===== config.mk =====
export PLATFORM = sky130hd
export DESIGN_NAME = multi_channel_tick_timer_table_top
export DESIGN_NICKNAME = d
export VERILOG_FILES = /design/src/hdl/mctt_pkg.sv /design/src/hdl/mctt_front.sv /design/src/hdl/mctt_queue.sv /design/src/hdl/mctt_back.sv /design/src/hdl/multi_channel_tick_timer_table_top.sv
export SDC_FILE = /design/constraint.sdc
export NUM_CORES = 2
export LEC_CHECK = 0
export ABC_CLOCK_PERIOD_IN_PS = 11300
export BUFFER_PORTS_ARGS = -buffer_cell sky130_fd_sc_hd__buf_2
export CAP_MARGIN = 40
export CORE_MARGIN = 2
export CORE_UTILIZATION = 30
export DETAILED_ROUTE_END_ITERATION = 10
export PLACE_DENSITY_LB_ADDON = 0.2
export REMOVE_ABC_BUFFERS = 1
export SLEW_MARGIN = 20
export SYNTH_ARGS = -nofsm -noshare
export SYNTH_HDL_FRONTEND = slang
export SYNTH_SLANG_ARGS = --single-unit

===== constraint.sdc =====
create_clock -name clk -period 11.3 [get_ports clk]
set_clock_uncertainty 0.2 [all_clocks]
set_input_delay 0.565 -clock clk [delete_from_list [all_inputs] [get_ports clk]]
set_output_delay 0.565 -clock clk [all_outputs]
set_load 0.005 [all_outputs]

===== src/hdl/mctt_pkg.sv =====
// Shared types and constants of the tick timer table.
package mctt_pkg;
  localparam int SLOTS_DEF = 16;
  localparam int TICK_W = 26;
  localparam logic [31:0] GRAN_FINE = 32'd100;
  localparam logic [31:0] GRAN_COARSE = 32'd1000;

  // floor(x / granule) == (x * RECIP) >> SH for every 32-bit x
  localparam logic [31:0] RECIP_FINE = 32'h51EB_851F;
  localparam logic [31:0] RECIP_COARSE = 32'h1062_4DD3;
  localparam int SH_FINE = 37;
  localparam int SH_COARSE = 38;

  typedef enum logic [1:0] {
    MODE_SET = 2'd0,
    MODE_KILL = 2'd1,
    MODE_QUERY = 2'd2,
    MODE_TICK = 2'd3
  } mode_t;

  localparam logic [1:0] KIND_SET = 2'd0;
  localparam logic [1:0] KIND_KILL = 2'd1;
  localparam logic [1:0] KIND_QUERY = 2'd2;
  localparam logic [1:0] KIND_EXPIRY = 2'd3;

  localparam logic [1:0] ST_OK = 2'd0;
  localparam logic [1:0] ST_NOT_FOUND = 2'd1;
  localparam logic [1:0] ST_FULL = 2'd2;

  localparam logic [1:0] REG_GRANULE = 2'd0;

  typedef struct packed {
    logic [1:0] mode;
    logic [31:0] timer_id;
    logic [31:0] elapse_ms;
    logic single_shot;
  } in_item_t;

  typedef struct packed {
    logic [1:0] kind;
    logic [31:0] event_timer_id;
    logic [1:0] status;
    logic last;
  } out_item_t;

  // Classified command handed from the front to the back.
  typedef struct packed {
    logic [1:0] mode;
    logic [31:0] timer_id;
    logic [TICK_W-1:0] ticks;
    logic single_shot;
  } cmd_t;

  typedef enum logic [2:0] {
    B_IDLE,
    B_FIND,
    B_TDEC,
    B_TSCAN,
    B_TEMIT
  } back_state_t;

  typedef enum logic [1:0] {
    F_IDLE,
    F_MUL,
    F_PUSH
  } front_state_t;
endpackage


===== src/hdl/mctt_front.sv =====
// Front: accepts items and converts set periods to granule ticks.
module mctt_front (
  input  logic clk,
  input  logic rst,
  input  logic granule,
  input  logic push,
  output logic full,
  input  mctt_pkg::in_item_t item,
  output logic cmd_valid,
  input  logic cmd_ready,
  output mctt_pkg::cmd_t cmd
);
  import mctt_pkg::*;

  front_state_t state, state_next;
  in_item_t held;
  logic coarse;
  logic [31:0] gran_in;
  logic [31:0] num;
  logic [31:0] recip;
  logic [63:0] prod;
  logic [TICK_W-1:0] ticks;

  assign full = (state != F_IDLE);
  assign cmd_valid = (state == F_PUSH);
  assign gran_in = granule ? GRAN_COARSE : GRAN_FINE;
  assign recip = coarse ? RECIP_COARSE : RECIP_FINE;
  assign ticks = coarse ? prod[SH_COARSE+TICK_W-1:SH_COARSE] : prod[SH_FINE+TICK_W-1:SH_FINE];

  always_comb begin
    cmd.mode = held.mode;
    cmd.timer_id = held.timer_id;
    cmd.ticks = ticks;
    cmd.single_shot = held.single_shot;
  end

  always_comb begin
    state_next = state;
    unique case (state)
      F_IDLE: if (push) begin
        state_next = (mode_t'(item.mode) == MODE_SET) ? F_MUL : F_PUSH;
      end
      F_MUL: state_next = F_PUSH;
      F_PUSH: if (cmd_ready) begin
        state_next = F_IDLE;
      end
      default: state_next = F_IDLE;
    endcase
  end

  always_ff @(posedge clk) begin
    if (rst) begin
      state <= F_IDLE;
    end else begin
      state <= state_next;
    end
  end

  // period clamp on pickup, then reciprocal multiply in F_MUL
  always_ff @(posedge clk) begin
    if (state == F_IDLE && push) begin
      held <= item;
      coarse <= granule;
      num <= (item.elapse_ms < gran_in) ? gran_in : item.elapse_ms;
    end else if (state == F_MUL) begin
      prod <= 64'(num) * 64'(recip);
    end
  end
endmodule


===== src/hdl/mctt_queue.sv =====
// Two-entry command queue between front and back.
module mctt_queue (
  input  logic clk,
  input  logic rst,
  input  logic in_valid,
  output logic in_ready,
  input  mctt_pkg::cmd_t in_cmd,
  output logic out_valid,
  input  logic out_ready,
  output mctt_pkg::cmd_t out_cmd
);
  import mctt_pkg::*;

  cmd_t mem [2];
  logic wp, rp;
  logic [1:0] count;

  assign in_ready = (count != 2'd2);
  assign out_valid = (count != 2'd0);
  assign out_cmd = mem[rp];

  always_ff @(posedge clk) begin
    if (in_valid && in_ready) begin
      mem[wp] <= in_cmd;
    end
  end

  always_ff @(posedge clk) begin
    if (rst) begin
      wp <= 1'b0;
      rp <= 1'b0;
      count <= '0;
    end else begin
      if (in_valid && in_ready) wp <= ~wp;
      if (out_valid && out_ready) rp <= ~rp;
      count <= count + {1'b0, in_valid && in_ready} - {1'b0, out_valid && out_ready};
    end
  end
endmodule


===== src/hdl/mctt_back.sv =====
// Back: slot table, lookups, tick countdown and ordered expiry.
module mctt_back #(
  parameter int SLOTS = mctt_pkg::SLOTS_DEF
) (
  input  logic clk,
  input  logic rst,
  input  logic cmd_valid,
  output logic cmd_ready,
  input  mctt_pkg::cmd_t cmd,
  output logic empty,
  input  logic pop,
  output mctt_pkg::out_item_t result
);
  import mctt_pkg::*;
  localparam int IW = (SLOTS > 1) ? $clog2(SLOTS) : 1;
  localparam int CW = $clog2(SLOTS + 1);

  back_state_t state, state_next;
  logic [SLOTS-1:0] valid;
  logic [SLOTS-1:0] fire;
  logic [31:0] key [SLOTS];
  logic [TICK_W-1:0] period [SLOTS];
  logic [TICK_W-1:0] remain [SLOTS];
  logic [SLOTS-1:0] one_shot;

  cmd_t cur;
  logic [CW-1:0] idx;
  logic [IW-1:0] slot;
  logic found, have_free;
  logic [IW-1:0] hit_slot, free_slot;
  logic best_ok;
  logic [IW-1:0] best;
  logic [31:0] best_key;
  logic [31:0] last_key;
  logic [CW-1:0] nfire;
  logic [CW-1:0] emitted;
  logic obuf_full;
  out_item_t obuf;

  assign slot = idx[IW-1:0];
  assign cmd_ready = (state == B_IDLE);
  assign empty = !obuf_full;
  assign result = obuf;

  always_comb begin
    state_next = state;
    unique case (state)
      B_IDLE: if (cmd_valid) begin
        state_next = (mode_t'(cmd.mode) == MODE_TICK) ? B_TDEC : B_FIND;
      end
      B_FIND: if (idx == CW'(SLOTS) && !obuf_full) begin
        state_next = B_IDLE;
      end
      B_TDEC: if (idx == CW'(SLOTS)) begin
        state_next = (nfire == '0) ? B_IDLE : B_TSCAN;
      end
      B_TSCAN: if (idx == CW'(SLOTS)) begin
        state_next = B_TEMIT;
      end
      B_TEMIT: if (!obuf_full) begin
        state_next = (emitted + CW'(1) == nfire) ? B_IDLE : B_TSCAN;
      end
      default: state_next = B_IDLE;
    endcase
  end

  always_ff @(posedge clk) begin
    if (rst) begin
      state <= B_IDLE;
      valid <= '0;
      fire <= '0;
      obuf_full <= 1'b0;
      idx <= '0;
      nfire <= '0;
      emitted <= '0;
      found <= 1'b0;
      have_free <= 1'b0;
      best_ok <= 1'b0;
    end else begin
      state <= state_next;
      if (obuf_full && pop) obuf_full <= 1'b0;
      unique case (state)
        B_IDLE: begin
          idx <= '0;
          found <= 1'b0;
          have_free <= 1'b0;
          nfire <= '0;
          emitted <= '0;
          best_ok <= 1'b0;
          if (cmd_valid) cur <= cmd;
        end
        B_FIND: begin
          if (idx != CW'(SLOTS)) begin
            idx <= idx + CW'(1);
            if (valid[slot] && key[slot] == cur.timer_id) begin
              found <= 1'b1;
              hit_slot <= slot;
            end
            if (!valid[slot] && !have_free) begin
              have_free <= 1'b1;
              free_slot <= slot;
            end
          end else if (!obuf_full) begin
            obuf_full <= 1'b1;
            obuf.event_timer_id <= cur.timer_id;
            obuf.last <= 1'b1;
            unique case (mode_t'(cur.mode))
              MODE_SET: begin
                obuf.kind <= KIND_SET;
                if (found || have_free) begin
                  obuf.status <= ST_OK;
                  valid[found ? hit_slot : free_slot] <= 1'b1;
                  key[found ? hit_slot : free_slot] <= cur.timer_id;
                  period[found ? hit_slot : free_slot] <= cur.ticks;
                  remain[found ? hit_slot : free_slot] <= cur.ticks;
                  one_shot[found ? hit_slot : free_slot] <= cur.single_shot;
                end else begin
                  obuf.status <= ST_FULL;
                end
              end
              MODE_KILL: begin
                obuf.kind <= KIND_KILL;
                obuf.status <= found ? ST_OK : ST_NOT_FOUND;
                if (found) valid[hit_slot] <= 1'b0;
              end
              default: begin
                obuf.kind <= KIND_QUERY;
                obuf.status <= found ? ST_OK : ST_NOT_FOUND;
              end
            endcase
          end
        end
        B_TDEC: begin
          if (idx != CW'(SLOTS)) begin
            idx <= idx + CW'(1);
            fire[slot] <= valid[slot] && (remain[slot] <= TICK_W'(1));
            if (valid[slot]) begin
              if (remain[slot] <= TICK_W'(1)) begin
                remain[slot] <= '0;
                nfire <= nfire + CW'(1);
              end else begin
                remain[slot] <= remain[slot] - TICK_W'(1);
              end
            end
          end else begin
            idx <= '0;
            best_ok <= 1'b0;
          end
        end
        B_TSCAN: begin
          if (idx != CW'(SLOTS)) begin
            idx <= idx + CW'(1);
            if (fire[slot] && (!best_ok || key[slot] < best_key)) begin
              best_ok <= 1'b1;
              best <= slot;
              best_key <= key[slot];
            end
          end
        end
        B_TEMIT: begin
          if (!obuf_full) begin
            obuf_full <= 1'b1;
            obuf.kind <= KIND_EXPIRY;
            obuf.event_timer_id <= best_key;
            obuf.status <= ST_OK;
            obuf.last <= (emitted + CW'(1) == nfire);
            last_key <= best_key;
            emitted <= emitted + CW'(1);
            fire[best] <= 1'b0;
            if (one_shot[best]) valid[best] <= 1'b0;
            else remain[best] <= period[best];
            idx <= '0;
            best_ok <= 1'b0;
          end
        end
        default: ;
      endcase
    end
  end

  a_emit_fired: assert property (@(posedge clk) disable iff (rst)
    (state == B_TEMIT && !obuf_full) |-> (best_ok && fire[best]))
    else $error("expiry emitted for a slot that did not fire");
  a_order: assert property (@(posedge clk) disable iff (rst)
    (state == B_TEMIT && !obuf_full && emitted != '0) |-> (best_key > last_key))
    else $error("expiries out of key order");
  a_count: assert property (@(posedge clk) disable iff (rst)
    (state == B_TSCAN) |-> (emitted < nfire))
    else $error("scan past fired count");
endmodule


===== src/hdl/multi_channel_tick_timer_table_top.sv =====
// Top level of the tick timer table.
// Items enter a front stage (full is high while it holds an item; a set passes through an
// extra reciprocal-multiply state that turns the clamped period into granule ticks), pass
// a two-entry queue, and run one at a time in a back sequencer that walks the SLOTS-entry
// table: set, kill and query go through pickup, scan and reply there; a tick counts down
// every slot and then runs one ordered key search per expiry.
// Results leave through a one-beat output register; a result left waiting stalls the back.
module multi_channel_tick_timer_table_top #(
  parameter int SLOTS = mctt_pkg::SLOTS_DEF
) (
  input  logic clk,
  input  logic rst,
  input  logic psel,
  input  logic penable,
  input  logic pwrite,
  input  logic [1:0] paddr,
  input  logic [31:0] pwdata,
  output logic [31:0] prdata,
  output logic pready,
  input  logic push,
  output logic full,
  input  mctt_pkg::in_item_t in_item,
  output logic empty,
  input  logic pop,
  output mctt_pkg::out_item_t out_item
);
  import mctt_pkg::*;

  logic granule;
  logic f_valid, f_ready, q_valid, q_ready;
  cmd_t f_cmd, q_cmd;

  assign pready = 1'b1;
  assign prdata = (paddr == REG_GRANULE) ? {31'd0, granule} : 32'd0;

  always_ff @(posedge clk) begin
    if (rst) begin
      granule <= 1'b0;
    end else if (psel && penable && pwrite && paddr == REG_GRANULE) begin
      granule <= pwdata[0];
    end
  end

  mctt_front u_front (
    .clk(clk), .rst(rst), .granule(granule), .push(push), .full(full),
    .item(in_item), .cmd_valid(f_valid), .cmd_ready(f_ready), .cmd(f_cmd)
  );

  mctt_queue u_queue (
    .clk(clk), .rst(rst), .in_valid(f_valid), .in_ready(f_ready), .in_cmd(f_cmd),
    .out_valid(q_valid), .out_ready(q_ready), .out_cmd(q_cmd)
  );

  mctt_back #(.SLOTS(SLOTS)) u_back (
    .clk(clk), .rst(rst), .cmd_valid(q_valid), .cmd_ready(q_ready), .cmd(q_cmd),
    .empty(empty), .pop(pop), .result(out_item)
  );
endmodule


==> summary.md <==
| Metric | Value |
|---|---|
| Gr ovfl total | `0` |
| Ys async rst share | `0%` |
| CP Capture Type | `flop` |
| Routed vias | `48,100` |
| Register area | `53,000 um^2` |
| Crit-path max FO | `10` |
| RSZ-0062 raised after global routing | `no` |
| Cell variety after synth | `67` |
| First-pass DRT Iterations | `7` |
| Primary FF master, synth | `edfxtp_1` |
| Class of the worst hold path | `reg -> reg` |
| Total GRT Usage | `16.2%` |
| Seq/Total Area, Yosys | `58.2%` |
| Synth warn | `0` |
| Multiplexer share of the synthesized area | `11.9%` |
| Post-CTS Hold Buffers | `73` |
| Final Setup Violations | `0` |
| Largest net degree at the start of global routing | `100` |
| Final worst path period share | `83.5%` |
| Vias in the first global route | `51,900` |
| Fmax | `106 MHz` |
| WS Path Type | `reg -> reg` |
| I/O pin cnt | `180` |
| Total CTS buffers | `197` |
| Root buf cell | `clkbuf_16` |
| Post-synthesis cell area | `91,200 um^2` |
| Clk buf depth | `4` |
| Number of H-tree levels | `4` |
| CP arrival | `9750 ps` |
| Clock tree sinks | `1,789` |
| Hold path startpoint | `u_front.cmd[38]` |
| MaxCap Viol Count | `0` |
| CP Launch Type | `flop` |
| Clock Latency Late Sink | `890 ps` |
| Area contributors post-synth | `edfxtp_1, fa_1, mux4_2, ha_1, inv_1` |
| Die X | `555 um` |
| Die area | `308,000 um^2` |
| Max_slew headroom | `38.5%` |
| Multi-input gate area | `34,800 um^2` |
| R2R cell count | `25` |
| Post-CTS Setup Inserts | `0` |
| Internal reg-to-reg setup slack | `1870 ps` |
| Area fraction in and, or, nand and nor cells after synthesis | `3.41%` |
| Dpl hpwl | `164,000 um` |
| Endpoints failing hold | `0` |
| Routed len/inst | `24.9 um` |
| Min Hold Slack | `170 ps` |
| Status | `completed` |
| Final number of max-transition violations | `0` |
| Cells on Worst Hold Path | `0` |
| Yosys top cell by area | `edfxtp_1` |
| Synth top area share | `56.6%` |
| Sink of the worst hold path | `u_queue.mem[0][38]` |
| Initial Util | `30.1%` |
| Post-DP Area | `97,600 um^2` |
| Final Instance Area | `105,000 um^2` |
| PortBufs | `116` |
| Fillers | `28,800` |
| Layout cells sized above 1 | `18.9%` |
| Yosys reg bits | `1,789` |
| Worst-margin pin slew | `923 ps` |
| Reg2reg end | `u_front.prod[60]` |
| Post-synth EDFFs | `1,719` |
| CORE AREA | `303,000 um^2` |
| Reg clk slew, reported paths | `60 ps` |
| GP Congestion | `0.825` |
| Drt via density | `4.77` |
| Syn Area/Cell | `16.4 um^2` |
| Worst reg2reg path startpoint | `u_front.num[12]` |
| First-pass GRT wire length | `365,000 um` |
| Post-CTS Resized | `0` |
| Main combinational cell family by area after synthesis | `adder cells` |
| Initial antenna violation count | `7` |
| CP required | `11,610 ps` |
| Routed wire length | `251,000 um` |
| CTS tree | `done` |
| DRT iter0 DRCs | `3,654` |
| Die Y-Extent | `555 um` |
| P&R area growth vs syn | `14.9%` |
| Compound-Gate Fraction of Synth Area | `3.01%` |
| Post-synthesis xor/xnor area fraction | `1.62%` |
| Final Critical Period | `9430 ps` |
| Final net count | `7,035` |
| ANT nets after route | `0` |
| Post-synthesis adder-cell area fraction | `17.6%` |
| DRC violations left | `0` |
| # rows | `202` |
| Synth Instances | `5,570` |
==> worst max-delay path: stages (launching register included) <==
cell and delay (ps):
edfxtp_1 750, inv_2 310, nor2_1 560, fa_1 570, ha_1 300, inv_1 50
fa_1 530, inv_1 50, fa_1 470, fa_1 510, fa_1 430, fa_1 500
inv_1 60, fa_1 500, inv_1 40, ha_1 370, nand4_1 230, nor4_1 430
nand3_1 160, nor4_1 270, o21ai_0 240, a31oi_1 660, a21oi_1 240, o21ai_0 370
a31oi_1 150, xnor2_1 140
==> synthesized netlist by cell type (36+ instances only) <==
cell,instances
a21o_1,40
xor2_1,40
nand4_1,37
o21ai_0,124
clkbuf_1,145
nand3_1,47
buf_1,36
inv_1,751
mux4_2,415
xnor2_1,129
a21oi_1,114
fa_1,508
mux2_2,98
nor2_1,196
ha_1,469
mux2i_1,39
edfxtp_1,1719
dfxtp_1,70
nand2_1,163
==> cell type report <==
cell class,count,share of cell area (%)
timing repair buffer,360,2.67
inverter,759,2.72
antenna,3,0.00717
tap,3978,4.75
sequential,1789,50.6
clock inverter,120,1.15
clock buffer,230,4.84
multi-input combinational,2843,33.2
==> routing by layer <==
| layer | vias to the layer above | GRT usage, % | share of wire (%) |
|---|---|---|---|
| met5 | - | 0 | 0 |
| met4 | 0 | 3.34 | 1.9 |
| met3 | 259 | 1.74 | 3.6 |
| met2 | 928 | 27.6 | 49 |
| met1 | 25700 | 22.2 | 45 |
| li1 | 21200 | - | - |
==> cells by family after synthesis <==
group / Yosys count
DFF: 1789
buffers and inverters: 999
adders and majority gates: 977
and+or+nand+nor: 645
muxes: 552
AOI/OAI and AO/OA: 437
xor gates and xnor gates: 169
other: 2
==> cell usage in the layout (no fill, tap or decap), types with 50 or more instances in the layout <==
cell | synthesis | layout
fa_1 | 508 | 508
mux2_2 | 98 | 98
clkbuf_16 | 0 | 198
inv_1 | 751 | 751
dlygate4sd3_1 | 0 | 73
buf_2 | 23 | 118
conb_1 | 2 | 63
o21ai_0 | 124 | 116
mux4_2 | 415 | 415
xnor2_1 | 129 | 129
ha_1 | 469 | 469
nand2_1 | 163 | 162
dfxtp_1 | 70 | 62
a21oi_1 | 114 | 114
nor2_1 | 196 | 161
clkinv_1 | 5 | 50
buf_4 | 35 | 150
edfxtp_1 | 1719 | 1719
==> per-stage QoR <==
step                utilization (%)  setup WS, ps  std cells  setup TNS (ps)
floorplan                         -         -3700       5391        -1427770
global placement               32.2          1760       9626               0
detailed placement             32.3          1890       9650               0
CTS                            34.6          1780      10100               0
global route                   34.6          1400      10100               0
finish                         34.6          1870      10100               0
==> sequential cells by signal, indices dropped and copies added, names as in the netlist, 27 cells and up, named ones only <==
signal,flops
u_back.cur,61
u_back.best_key,32
u_front.cmd,35
u_back.period,416
u_front.prod,27
u_queue.mem,122
u_front.num,32
u_back.remain,416
u_back.result,37
u_back.key,512
==> how the worst max path moves through the flow <==
| stage | cells after the start | startpoint | end |
|---|---|---|---|
| floorplan | 12 | flop | flop |
| global placement | 25 | u_front.coarse | u_front.prod[60] |
| detailed placement | 25 | u_front.num[12] | u_front.prod[60] |
| finish | 25 | u_front.num[12] | u_front.prod[60] |
| global route | 25 | u_front.num[12] | u_front.prod[60] |
| CTS | 26 | u_front.num[3] | u_front.prod[60] |
Power is not shown: default switching activity piles up to over one toggle a cycle in this logic, so the estimate is an artifact.
